`config.mk`:
```
export PLATFORM = sky130hd
export DESIGN_NAME = setup_option_list_checker_unit_flat
export DESIGN_NICKNAME = d
export VERILOG_FILES = /design/src/solc_pkg.sv /design/src/solc_ifs.sv /design/src/solc_core.sv /design/src/setup_option_list_checker_unit.sv /design/src/flat_wrapper.sv
export SDC_FILE = /design/constraint.sdc
export NUM_CORES = 1
export LEC_CHECK = 0
export ABC_AREA = 0
export ABC_CLOCK_PERIOD_IN_PS = 5300
export BUFFER_PORTS_ARGS = -buffer_cell sky130_fd_sc_hd__buf_2
export CAP_MARGIN = 15
export CORE_MARGIN = 2
export CORE_UTILIZATION = 35
export CTS_CLUSTER_SIZE = 30
export DETAILED_ROUTE_END_ITERATION = 16
export SYNTH_ARGS = -nofsm -noshare
export SYNTH_HDL_FRONTEND = slang
export SYNTH_HIERARCHICAL = 1
export SYNTH_SLANG_ARGS = --single-unit
```
`constraint.sdc`:
```
create_clock -name clk -period 5.3 [get_ports clk]
set_input_delay 0 -clock clk [delete_from_list [all_inputs] [get_ports clk]]
set_output_delay 0 -clock clk [all_outputs]
set_load 0.005 [all_outputs]
```
`src/solc_pkg.sv`:
```
// Shared types and constants for the setup option list checker.
`default_nettype none
package solc_pkg;

	localparam int MaxOptionLengthDef = 65535;
	localparam int ByteW = 8;
	localparam int AccW = 62;
	localparam int TypeW = 64;
	localparam int VarLeftW = 3;

	typedef struct packed {
		logic             has_byte;
		logic [ByteW-1:0] data_byte;
		logic             last_byte;
	} item_t;

	typedef enum logic [1:0] {
		ST_OK           = 2'd0,
		ST_BAD_TYPE     = 2'd1,
		ST_TRUNC_VALUE  = 2'd2,
		ST_TRUNC_LENGTH = 2'd3
	} status_t;

	typedef enum logic [3:0] {
		PH_TYPE   = 4'b0001,
		PH_VALUE  = 4'b0010,
		PH_LENGTH = 4'b0100,
		PH_SKIP   = 4'b1000
	} phase_t;

endpackage
`default_nettype wire

```
`src/solc_ifs.sv`:
```
// Valid/ready channel interfaces for payload bytes and status results.
`default_nettype none
interface solc_in_if;
	logic       valid;
	logic       ready;
	logic       has_byte;
	logic [7:0] data_byte;
	logic       last_byte;

	modport source(output valid, output has_byte, output data_byte, output last_byte,
		input ready);
	modport sink(input valid, input has_byte, input data_byte, input last_byte,
		output ready);
endinterface

interface solc_out_if;
	logic              valid;
	logic              ready;
	solc_pkg::status_t status;

	modport source(output valid, output status, input ready);
	modport sink(input valid, input status, output ready);
endinterface
`default_nettype wire

```
`src/solc_core.sv`:
```
// Parse state and per-byte next-state logic of the option list checker.
`default_nettype none
module solc_core #(
	parameter int MAX_OPTION_LENGTH = solc_pkg::MaxOptionLengthDef
) (
	input  wire logic              clk,
	input  wire logic              arst_n,
	input  wire logic              advance,
	input  wire solc_pkg::item_t   item,
	output solc_pkg::status_t      status
);
	import solc_pkg::*;

	localparam int SkipW = $clog2(MAX_OPTION_LENGTH + 1);
	localparam logic [AccW-1:0] MaxLen = AccW'(MAX_OPTION_LENGTH);

	phase_t                phase_q, phase_n;
	logic [AccW-1:0]       accum_q, accum_n;
	logic [VarLeftW-1:0]   vleft_q, vleft_n;
	logic [TypeW-1:0]      type_q, type_n;
	logic                  seen_q, seen_n;
	logic [SkipW-1:0]      skip_q, skip_n;
	status_t               err_q, err_n;

	logic                  take;
	logic [TypeW:0]        type_sum;

	assign take = item.has_byte && (err_q == ST_OK);
	assign type_sum = {1'b0, type_q} + {{(TypeW + 1 - AccW){1'b0}}, accum_n};

	always_comb begin
		phase_n = phase_q;
		accum_n = accum_q;
		vleft_n = vleft_q;
		type_n  = type_q;
		seen_n  = seen_q;
		skip_n  = skip_q;
		err_n   = err_q;
		if (take) begin
			if (phase_q == PH_SKIP) begin
				skip_n = skip_q - SkipW'(1);
				if (skip_n == '0)
					phase_n = PH_TYPE;
			end else begin
				if (vleft_q == '0) begin
					// first byte: two-bit prefix picks 1, 2, 4 or 8 bytes
					accum_n = {{(AccW - 6){1'b0}}, item.data_byte[5:0]};
					vleft_n = VarLeftW'((4'd1 << item.data_byte[7:6]) - 4'd1);
				end else begin
					accum_n = {accum_q[AccW-ByteW-1:0], item.data_byte};
					vleft_n = vleft_q - VarLeftW'(1);
				end
				if (vleft_n == '0) begin
					case (phase_q)
						PH_TYPE: begin
							if (seen_q && type_sum[TypeW]) begin
								err_n = ST_BAD_TYPE;
							end else begin
								type_n  = seen_q ? type_sum[TypeW-1:0]
									: {{(TypeW - AccW){1'b0}}, accum_n};
								seen_n  = 1'b1;
								phase_n = type_n[0] ? PH_LENGTH : PH_VALUE;
							end
						end
						PH_VALUE: phase_n = PH_TYPE;
						default: begin
							if (accum_n > MaxLen) begin
								err_n = ST_TRUNC_LENGTH;
							end else if (accum_n == '0) begin
								phase_n = PH_TYPE;
							end else begin
								skip_n  = accum_n[SkipW-1:0];
								phase_n = PH_SKIP;
							end
						end
					endcase
				end
			end
		end
	end

	// status as seen after this item's byte
	always_comb begin
		if (err_n != ST_OK) begin
			status = err_n;
		end else begin
			case (phase_n)
				PH_TYPE:  status = (vleft_n != '0) ? ST_BAD_TYPE : ST_OK;
				PH_VALUE: status = ST_TRUNC_VALUE;
				default:  status = ST_TRUNC_LENGTH;
			endcase
		end
	end

	always_ff @(posedge clk or negedge arst_n) begin
		if (!arst_n) begin
			phase_q <= PH_TYPE;
			accum_q <= '0;
			vleft_q <= '0;
			type_q  <= '0;
			seen_q  <= 1'b0;
			skip_q  <= '0;
			err_q   <= ST_OK;
		end else if (advance) begin
			if (item.last_byte) begin
				// end of payload: start the next one from scratch
				phase_q <= PH_TYPE;
				accum_q <= '0;
				vleft_q <= '0;
				type_q  <= '0;
				seen_q  <= 1'b0;
				skip_q  <= '0;
				err_q   <= ST_OK;
			end else begin
				phase_q <= phase_n;
				accum_q <= accum_n;
				vleft_q <= vleft_n;
				type_q  <= type_n;
				seen_q  <= seen_n;
				skip_q  <= skip_n;
				err_q   <= err_n;
			end
		end
	end

endmodule
`default_nettype wire

```
`src/setup_option_list_checker_unit.sv`:
```
// Top level of the setup option list checker.
`default_nettype none
// Takes a setup-message payload one byte per transfer and checks its option
// list: varint type deltas summed with 64-bit overflow check, a varint value
// after even types, a varint length (at most MAX_OPTION_LENGTH) plus skipped
// bytes after odd types. One status comes out for the transfer that carries
// last_byte; an empty payload is a single transfer with has_byte low. An
// accepted item is held in the input register while the parse state and
// status are updated, and a last item's status enters the result register
// as that item leaves the input register. The block takes one item per clock
// cycle; only an item with last_byte waits, and only while the result
// register still holds a status that has not been taken.
module setup_option_list_checker_unit #(
	parameter int MAX_OPTION_LENGTH = solc_pkg::MaxOptionLengthDef
) (
	input  wire logic  clk,
	input  wire logic  arst_n,
	solc_in_if.sink    in_item,
	solc_out_if.source result
);
	import solc_pkg::*;

	item_t   item_s1;
	logic    valid_s1;
	logic    out_valid_q;
	status_t status_q;
	status_t step_status;
	logic    out_free;
	logic    advance;

	assign out_free = !out_valid_q || result.ready;
	assign advance = valid_s1 && (!item_s1.last_byte || out_free);
	assign in_item.ready = !valid_s1 || advance;
	assign result.valid = out_valid_q;
	assign result.status = status_q;

	always_ff @(posedge clk or negedge arst_n) begin
		if (!arst_n) begin
			valid_s1 <= 1'b0;
			item_s1  <= '0;
		end else if (in_item.valid && in_item.ready) begin
			valid_s1 <= 1'b1;
			item_s1  <= '{has_byte: in_item.has_byte, data_byte: in_item.data_byte,
				last_byte: in_item.last_byte};
		end else if (advance) begin
			valid_s1 <= 1'b0;
		end
	end

	solc_core #(
		.MAX_OPTION_LENGTH(MAX_OPTION_LENGTH)
	) u_core (
		.clk    (clk),
		.arst_n (arst_n),
		.advance(advance),
		.item   (item_s1),
		.status (step_status)
	);

	always_ff @(posedge clk or negedge arst_n) begin
		if (!arst_n) begin
			out_valid_q <= 1'b0;
			status_q    <= ST_OK;
		end else if (advance && item_s1.last_byte) begin
			out_valid_q <= 1'b1;
			status_q    <= step_status;
		end else if (result.ready) begin
			out_valid_q <= 1'b0;
		end
	end

`ifndef SYNTHESIS
	// input side only stalls with an item in the register
	a_stall_has_item: assert property (@(posedge clk) disable iff (!arst_n)
		!in_item.ready |-> valid_s1)
		else $error("input stalled with empty item register");

	// a new status only comes from a last item leaving the input register
	a_result_source: assert property (@(posedge clk) disable iff (!arst_n)
		$rose(out_valid_q) |-> $past(valid_s1 && item_s1.last_byte))
		else $error("result raised without a last item");

	// a last item blocked by a full result register is held, not dropped
	a_last_held: assert property (@(posedge clk) disable iff (!arst_n)
		(valid_s1 && item_s1.last_byte && out_valid_q && !result.ready) |=> valid_s1)
		else $error("last item dropped while result register full");
`endif

endmodule
`default_nettype wire

```
`src/flat_wrapper.sv`:
```
// flat-port wrapper written by rule: the top's interface ports become plain ports
module setup_option_list_checker_unit_flat import solc_pkg::*;
#(
	parameter int MAX_OPTION_LENGTH = solc_pkg::MaxOptionLengthDef
)
  (clk, arst_n, in_item_valid, in_item_has_byte, in_item_data_byte, in_item_last_byte, in_item_ready, result_valid, result_status, result_ready);
  solc_in_if in_item_i ();
  solc_out_if result_i ();
  input  wire logic clk;
  input  wire logic arst_n;
  input wire logic [$bits(in_item_i.valid)-1:0] in_item_valid;
  input wire logic [$bits(in_item_i.has_byte)-1:0] in_item_has_byte;
  input wire logic [$bits(in_item_i.data_byte)-1:0] in_item_data_byte;
  input wire logic [$bits(in_item_i.last_byte)-1:0] in_item_last_byte;
  output wire logic [$bits(in_item_i.ready)-1:0] in_item_ready;
  output wire logic [$bits(result_i.valid)-1:0] result_valid;
  output wire logic [$bits(result_i.status)-1:0] result_status;
  input wire logic [$bits(result_i.ready)-1:0] result_ready;
  assign in_item_i.valid = in_item_valid;
  assign in_item_i.has_byte = in_item_has_byte;
  assign in_item_i.data_byte = in_item_data_byte;
  assign in_item_i.last_byte = in_item_last_byte;
  assign in_item_ready = in_item_i.ready;
  assign result_valid = result_i.valid;
  assign result_status = result_i.status;
  assign result_i.ready = result_ready;
  setup_option_list_checker_unit #(.MAX_OPTION_LENGTH(MAX_OPTION_LENGTH)) u_core (.clk(clk), .arst_n(arst_n), .in_item(in_item_i), .result(result_i));
endmodule
```
==> metrics.yaml, run 1 <==
cts_tree: "built"
netlist_instances: 1504
drive_above_1_share_pct: 8.84
fin_setup_tns_ns: 0
grt_max_degree: 84
drc_errors: 0
synth_edf_count: 0
postRouteAntennaNets: 0
async_flop_share_pct: 100
cp_slowest_cell: "ha_1"
dp_hpwl_um: 27600
globalRouteMet1Util_pct: 30.6
clk_pin_slew_ns: 0.07
cts_root_buf: "clkbuf_16"
synth.distinct_cells: 85
period_share_pct: 93.6
syn_avg_cell_area_um2: 8.16
instances_no_fill: 1960
ys_top_cells_by_area: "dfrtp_1, nand2_1, ha_1"
path_depth: 20
cp_cell_sequence: "nor3b_1, nand2_2, buf_4, nand2_1, o21ai_0, ha_1, nand2_1, nor3_2, nand4_2, a211oi_1, buf_4, o31ai_2, buf_4, o21ai_1, a31oi_1, o22ai_1, and3_1, o21ai_1, a21bo_1, mux2_2"
cpLargestDelayFamily: "simple AND/OR/NAND/NOR gates"
vias: 11700
drt-initial-drc-count: 1014
path_max_fanout: 15
fmax_mhz: 202
final_cell_mix: "nand2_1, dfrtp_1, a21oi_1"
status: "complete, no violations"
rows: 68
slew_viol_final: 0
viasPerCell: 5.95
final_common_cell: "nand2_1"
switchingPower_w: 0.00175
htree_levels: 4
critPathKind: "flip-flop to flip-flop"
wl_per_cell_um: 20.0
path_buf_inv: 3
yosys_warnings: 6
fp.dieH_um: 191
nNetsFinal: 1576
clk_latency_ns: 0.44
hold_class: "primary input to asynchronous set/reset pin"
critical_path_required_ns: 5.63
core_mm2: 0.0345
critPathMaxStageDelay_ns: 0.42
vdd_ir_drop_max_mv: 0.314
leakage_nw: 6.10
synth_area_leader_cell: "dfrtp_1"
start_util_pct: 35.5
p_int_w: 0.00268
power_density_mw_per_mm2: 325
synth_seq_area_share_pct: 33.8
switching_share_pct: 39.5
io_buffers: 17
drt-pass1-iter-count: 5
gr-total-overflow: 0
routabilityCongestion: 0.968
cp.arrival_ns: 5.29
ios: 18
clockBufferDepth: 2
synth_nets: 1586
pwr-share-comb_pct: 34.6
n_antenna_cell: 0
cp_common_cell: "buf_4"
grt_use_met3_pct: 3.82
cts_buffers: 17
setup_viol: 0
dieArea_mm2: 0.0366
synthesis.area_mm2: 0.0123
synth_top_area_share_pct: 33.6
ys_seq_elements: 166
rsz0062_at_grt: "no"
worst_slew_pin_slew_ns: 1.08
antenna_found_initial: 1
max-slew-margin-rel_pct: 27.9
end_kind: "flip-flop"
power_frac_clock_pct: 30.1
drt_wl_total_um: 39200
grt_busiest_layer: "met2"
power_frac_seq_pct: 35.3
drv_cap: 0
worstRegToRegCells: 20
clock_sinks: 166
grt_pass1_wl_um: 63300
fillCellCount: 3552
start_kind: "flip-flop"
use_met2_pct: 33.9
synth-main-ff-cell: "dfrtp_1"
syn2layout_area_growth_pct: 11.0
die_w_um: 191
hold_viol: 0
finClkSkew_ns: 0.0115
grt_util_all_layers_pct: 21.9
grt_pass1_vias: 11300
dpl.cell_count: 1917
period_needed_ns: 4.96
logic make-up after synthesis:
group                    share of synthesized area, %
XOR/XNOR                                         4.42
flip-flops                                       33.8
buffers and inverters                            3.94
adder cells (fa/ha/maj)                          6.99
multiplexers                                     2.17
AND/OR/NAND/NOR                                  20.3
AO/OA/AOI/OAI                                    28.3
cells in the mapped netlist, types with 3 or more instances:
master       n
o22ai_1      4
or2_2        3
nor4_1      18
nand2b_1    11
o21bai_1    15
xor2_1      24
o2bb2ai_1    3
clkbuf_1    72
dfrtp_1    165
nor2_1     110
a21boi_0     4
nor3b_1      3
buf_2       14
nor2b_1     15
or3_1       12
xnor2_1     38
a21o_1      32
o21ai_0    110
buf_1        6
a221oi_1     4
a31oi_1     24
a32oi_1      4
nand2_1    237
a22o_1      63
and3_1       9
a211oi_1     9
or4_1        5
mux2_2       5
mux2_4      10
o21a_1       5
nand4_1     17
mux2i_1      6
and4_1       6
a21oi_1    120
o31ai_1     36
a22oi_1     27
inv_1       26
o21ai_1     34
nor3_1      22
o211ai_1     6
ha_1        67
nand3_1     47
final cells by class:
cell class	instances	area [um^2]	share of cell area, %
Clock buffer	18	429	3.15
Clock inverter	12	179	1.31
Inverter	29	109	0.799
Multi-Input combinational cell	1215	7680	56.4
Sequential cell	166	4160	30.5
Tap cell	455	569	4.18
Timing Repair Buffer	65	497	3.65
routing by layer:
layer	vias up	part of all wire, %
li1	5511	-
met1	5685	47
met2	394	45
met3	76	5.7
met4	0	2.8
met5	-	0
power groups by stage:
stage                     clock network (W)  registers [W]  logic (W)
after floorplan                           0        0.00150    0.00110
after global placement                    0        0.00158    0.00148
after detailed placement                  0        0.00158    0.00150
after CTS                           0.00136        0.00156    0.00151
after global routing                0.00142        0.00158    0.00168
final                               0.00133        0.00156    0.00153
registers in the layout, indices dropped and copies added, names as in the netlist, 2 cells and up:
register / cells
u_core/u_core/type_q: 64
u_core/u_core/accum_q: 62
u_core/u_core/skip_q: 16
u_core/item_s1: 10
u_core/u_core/phase_q: 4
u_core/u_core/vleft_q: 3
u_core/result.status: 2
u_core/u_core/err_q: 2
timing repair:
action	in CTS	in global routing
resized for setup	0	2
setup buffers	0	0
setup endpoints to repair	0	3
hold buffers	13	0
hold endpoints to repair	90	0
worst paths after layout:
kind / from / to / slack (ns)
setup / recovery: u_core/u_core/err_q[1]$_DFFE_PN0P_ / u_core/result.status[0]$_DFFE_PN0P_ / 0.34
hold / removal: arst_n / u_core/u_core/accum_q[58]$_DFFE_PN0P_ / 0.19
setup reg to reg: u_core/u_core/err_q[1]$_DFFE_PN0P_ / u_core/result.status[0]$_DFFE_PN0P_ / 0.34
hold reg to reg: u_core/u_core/type_q[15]$_DFFE_PN0P_ / u_core/u_core/type_q[15]$_DFFE_PN0P_ / 0.49
max in group asynchronous: arst_n / u_core/u_core/type_q[6]$_DFFE_PN0P_ / 3.96
min in group clk: in_item_data_byte[6] / u_core/item_s1[7]$_DFFE_PN0P_ / 0.32
per-stage QoR:
stage | setup WS [ns] | util (%) | area [um^2] | hold slack, ns | total power [W]
after global placement | 0.274 | 37.3 | 12900 | 0.121 | 0.00306
after CTS | 0.214 | 39.4 | 13600 | 0.228 | 0.00443
after global routing | 0.00434 | 39.4 | 13600 | 0.265 | 0.00468
final | 0.338 | 39.4 | 13600 | 0.188 | 0.00443
after floorplan | 0.603 | - | 12300 | -0.296 | 0.00260
after detailed placement | 0.239 | 37.3 | 12900 | 0.118 | 0.00308
No activity file was read; power rests on OpenSTA's default activity.
==> run 2: changes to the inputs <==
Settings changed: BUFFER_PORTS_ARGS -buffer_cell sky130_fd_sc_hd__buf_2 to unset, DONT_BUFFER_PORTS set to 1, SYNTH_HIERARCHICAL 1 to unset.
==> run 2 against run 1 <==
  * Non-clock buffer count decreased by 28
  * Die area about the same
  * Critical endpoint is now u_core.result.status[0]$_DFFE_PN0P_
  * Largest cell class unchanged
  * Maximum frequency decreased by 0.95%
==> metrics.yaml, run 2 <==
start_kind: "flip-flop"
ys_top_cells_by_area: "dfrtp_1, nand2_1, o21ai_0"
cts_tree: "built"
r2r_slack_ns: 0.29
synth_xor_area_share_pct: 4.85
synth_mux_area_share_pct: 1.57
worstRegToRegCells: 15
dpl.cell_count: 1951
clockBufferDepth: 2
end_kind: "flip-flop"
max-slew-margin-rel_pct: 16.9
synth_top_area_share_pct: 33.6
path_depth: 15
clock_sinks: 166
critPathMaxStageDelay_ns: 0.60
fp.dieH_um: 191
path_buf_inv: 0
start_util_pct: 35.5
cts_root_buf: "clkbuf_16"
hold_viol: 0
dr_wl_met3_um: 1620
grt_util_all_layers_pct: 20.8
dp_hpwl_um: 25800
clk_latency_ns: 0.46
synth.distinct_cells: 85
wl_per_cell_um: 18.6
yosys.area_share.simple_pct: 21.1
rsz0062_at_grt: "no"
hold_ws_ns: 0.0380
core_mm2: 0.0345
p_int_w: 0.00252
cpLargestDelayFamily: "compound AO/OA/AOI/OAI gates"
power_density_mw_per_mm2: 304
final_cell_mix: "nand2_1, o21ai_0, dfrtp_1"
wl_met2_um: 17200
critPathLaunch: "u_core.u_core.phase_q[2]$_DFFE_PN0P_"
synthAdderAreaFrac_pct: 6.99
path_max_fanout: 57
fin_setup_tns_ns: 0
drv_cap: 0
synth-compound-area-share_pct: 27.6
timing.rr.end: "u_core.result.status[0]$_DFFE_PN0P_"
grt_pass1_vias: 11000
synthMostInstantiatedCell: "nand2_1"
nNetsFinal: 1612
ios: 18
power_frac_clock_pct: 33.0
yosys_warnings: 0
rows: 68
switching_share_pct: 38.6
critPathCapture: "u_core.result.status[0]$_DFFE_PN0P_"
instances_no_fill: 1998
top_regs: "u_core.u_core.type_q: 64 flops, u_core.u_core.accum_q: 62 flops, u_core.u_core.skip_q: 16 flops"
status: "complete, no violations"
fin_util_pct: 39.0
synthTopCellsByCount: "nand2_1, o21ai_0, dfrtp_1"
critPathKind: "flip-flop to flip-flop"
finClkSkew_ns: 0.0108
setup_viol: 0
power_w: 0.00410
period_needed_ns: 5.01
viasPerCell: 5.74
dieArea_mm2: 0.0366
gr-total-overflow: 0
synth_area_leader_cell: "dfrtp_1"
cp_cell_sequence: "or4b_4, nand2_4, o21ai_0, ha_1, a21oi_1, o21ai_0, a21oi_1, o31ai_4, a41oi_4, o21a_1, o21ai_1, a311oi_1, o21ai_2, o21ai_1, o211ai_1"
async_flop_share_pct: 100
die_w_um: 191
fillCellCount: 3619
switchingPower_w: 0.00158
synthesis.area_mm2: 0.0123
synth_seq_area_share_pct: 33.9
syn_avg_cell_area_um2: 7.86
synth_top_family_by_area: "compound AO/OA/AOI/OAI gates"
hold_class: "primary input to asynchronous set/reset pin"
routabilityCongestion: 0.943
slew_viol_final: 0
grt_pass1_wl_um: 60600
drive_above_1_share_pct: 7.06
drt_wl_total_um: 37200
netlist_instances: 1561
worst_slew_pin_slew_ns: 1.25
drc_errors: 0
drt-met1-wl_um: 17600
r2r_start: "u_core.u_core.phase_q[2]$_DFFE_PN0P_"
n_antenna_cell: 0
critical_path_required_ns: 5.64
htree_levels: 4
power_frac_seq_pct: 36.2
pwr-share-comb_pct: 30.8
cts_buffers: 17
drt-pass1-iter-count: 5
syn2layout_area_growth_pct: 9.85
synth_edf_count: 0
cp.arrival_ns: 5.35
postRouteAntennaNets: 0
leakage_nw: 5.96
final_common_cell: "nand2_1"
vdd_ir_drop_max_mv: 0.262
clk_pin_slew_ns: 0.07
cp_slowest_cell: "or4b_4"
top_register: "u_core.u_core.type_q"
drt-initial-drc-count: 1006
ys_seq_elements: 166
grt_max_degree: 167
synth_nets: 1643
fmax_mhz: 200
io_buffers: 0
largest_register_ffs: 64
synth-main-ff-cell: "dfrtp_1"
top_layer_used: "met4"
period_share_pct: 94.5
vias: 11500
antenna_found_initial: 0
## run 2: cell types whose count changed in the layout (fill, tap and decap cells not counted), sizes merged, moves of 7 or more
cell and change:
a22oi -9, buf -29, a31oi -10, nand3 -11, a22o -39, or3 -7, a21oi +25, nand2 +53
o21ai +80, and2 +8, nor2 +21, o31ai -29
## run 2: worst min-delay path by stage
stage                                                       to          start  cells after the start
after detailed placement  u_core.u_core.type_q[39]$_DFFE_PN0P_         arst_n                      0
after CTS                        u_core.item_s1[1]$_DFFE_PN0P_  in_item_valid                      2
after floorplan                  u_core.item_s1[0]$_DFFE_PN0P_         arst_n                      0
final                     u_core.u_core.type_q[39]$_DFFE_PN0P_         arst_n                      2
after global routing             u_core.item_s1[4]$_DFFE_PN0P_  in_item_valid                      2
after global placement    u_core.u_core.type_q[39]$_DFFE_PN0P_         arst_n                      0
## run 2: stage by stage
step           cell area, um^2  worst slack (ns)
3_3_place_gp             12700             0.411
4_1_cts                  13500             0.392
2_1_floorplan            12300             0.782
6_report                 13500             0.290
5_1_grt                  13500            0.0274
3_5_place_dp             12700             0.417
## run 2: power groups by stage
stage	Combinational, W	Clock, W	Sequential, W
CTS	0.00125	0.00138	0.00148
finish	0.00126	0.00135	0.00149
global placement	0.00120	0	0.00150
global route	0.00140	0.00142	0.00150
detailed placement	0.00121	0	0.00151
floorplan	0.000897	0	0.00146
## run 2: cell type report
type	instances	area, um^2	area share (%)
Tap cell	455	569	4.22
Clock buffer	19	443	3.29
Inverter	27	101	0.752
Clock inverter	13	171	1.27
Sequential cell	166	4160	30.8
Timing Repair Buffer	37	370	2.75
Multi-Input combinational cell	1281	7670	56.9
## run 2: routing by layer
layer  global-route usage, %  vias to the layer above
met3                    2.85                       58
met1                    28.9                     5589
met2                    33.2                      287
li1                        -                     5527
met4                    7.01                        0
met5                       0                        -
## run 2: worst register-to-register path, cell delays in order, from the launching register on
cell and delay (ns):
dfrtp_1 0.49, or4b_4 0.60, nand2_4 0.45, o21ai_0 0.36, ha_1 0.44, a21oi_1 0.40
o21ai_0 0.18, a21oi_1 0.23, o31ai_4 0.16, a41oi_4 0.43, o21a_1 0.27, o21ai_1 0.17
a311oi_1 0.38, o21ai_2 0.10, o21ai_1 0.14, o211ai_1 0.10
## run 2: cells by family (layout without fill, tap and decap cells)
logic type                 count (synthesis)  count (layout)
and+or+nand+nor                          582             582
AOI/OAI and AO/OA                        545             545
DFF                                      166             166
buffers and inverters                    114              96
adders and majority gates                 68              68
xor gates and xnor gates                  68              68
muxes                                     18              18
## run 2: what timing repair did
| action | in CTS | in global routing |
|---|---|---|
| endpoints found under the hold margin | 178 | 0 |
| setup buffers | 0 | 0 |
| hold buffers | 15 | 0 |
| gates resized for setup | 0 | 0 |
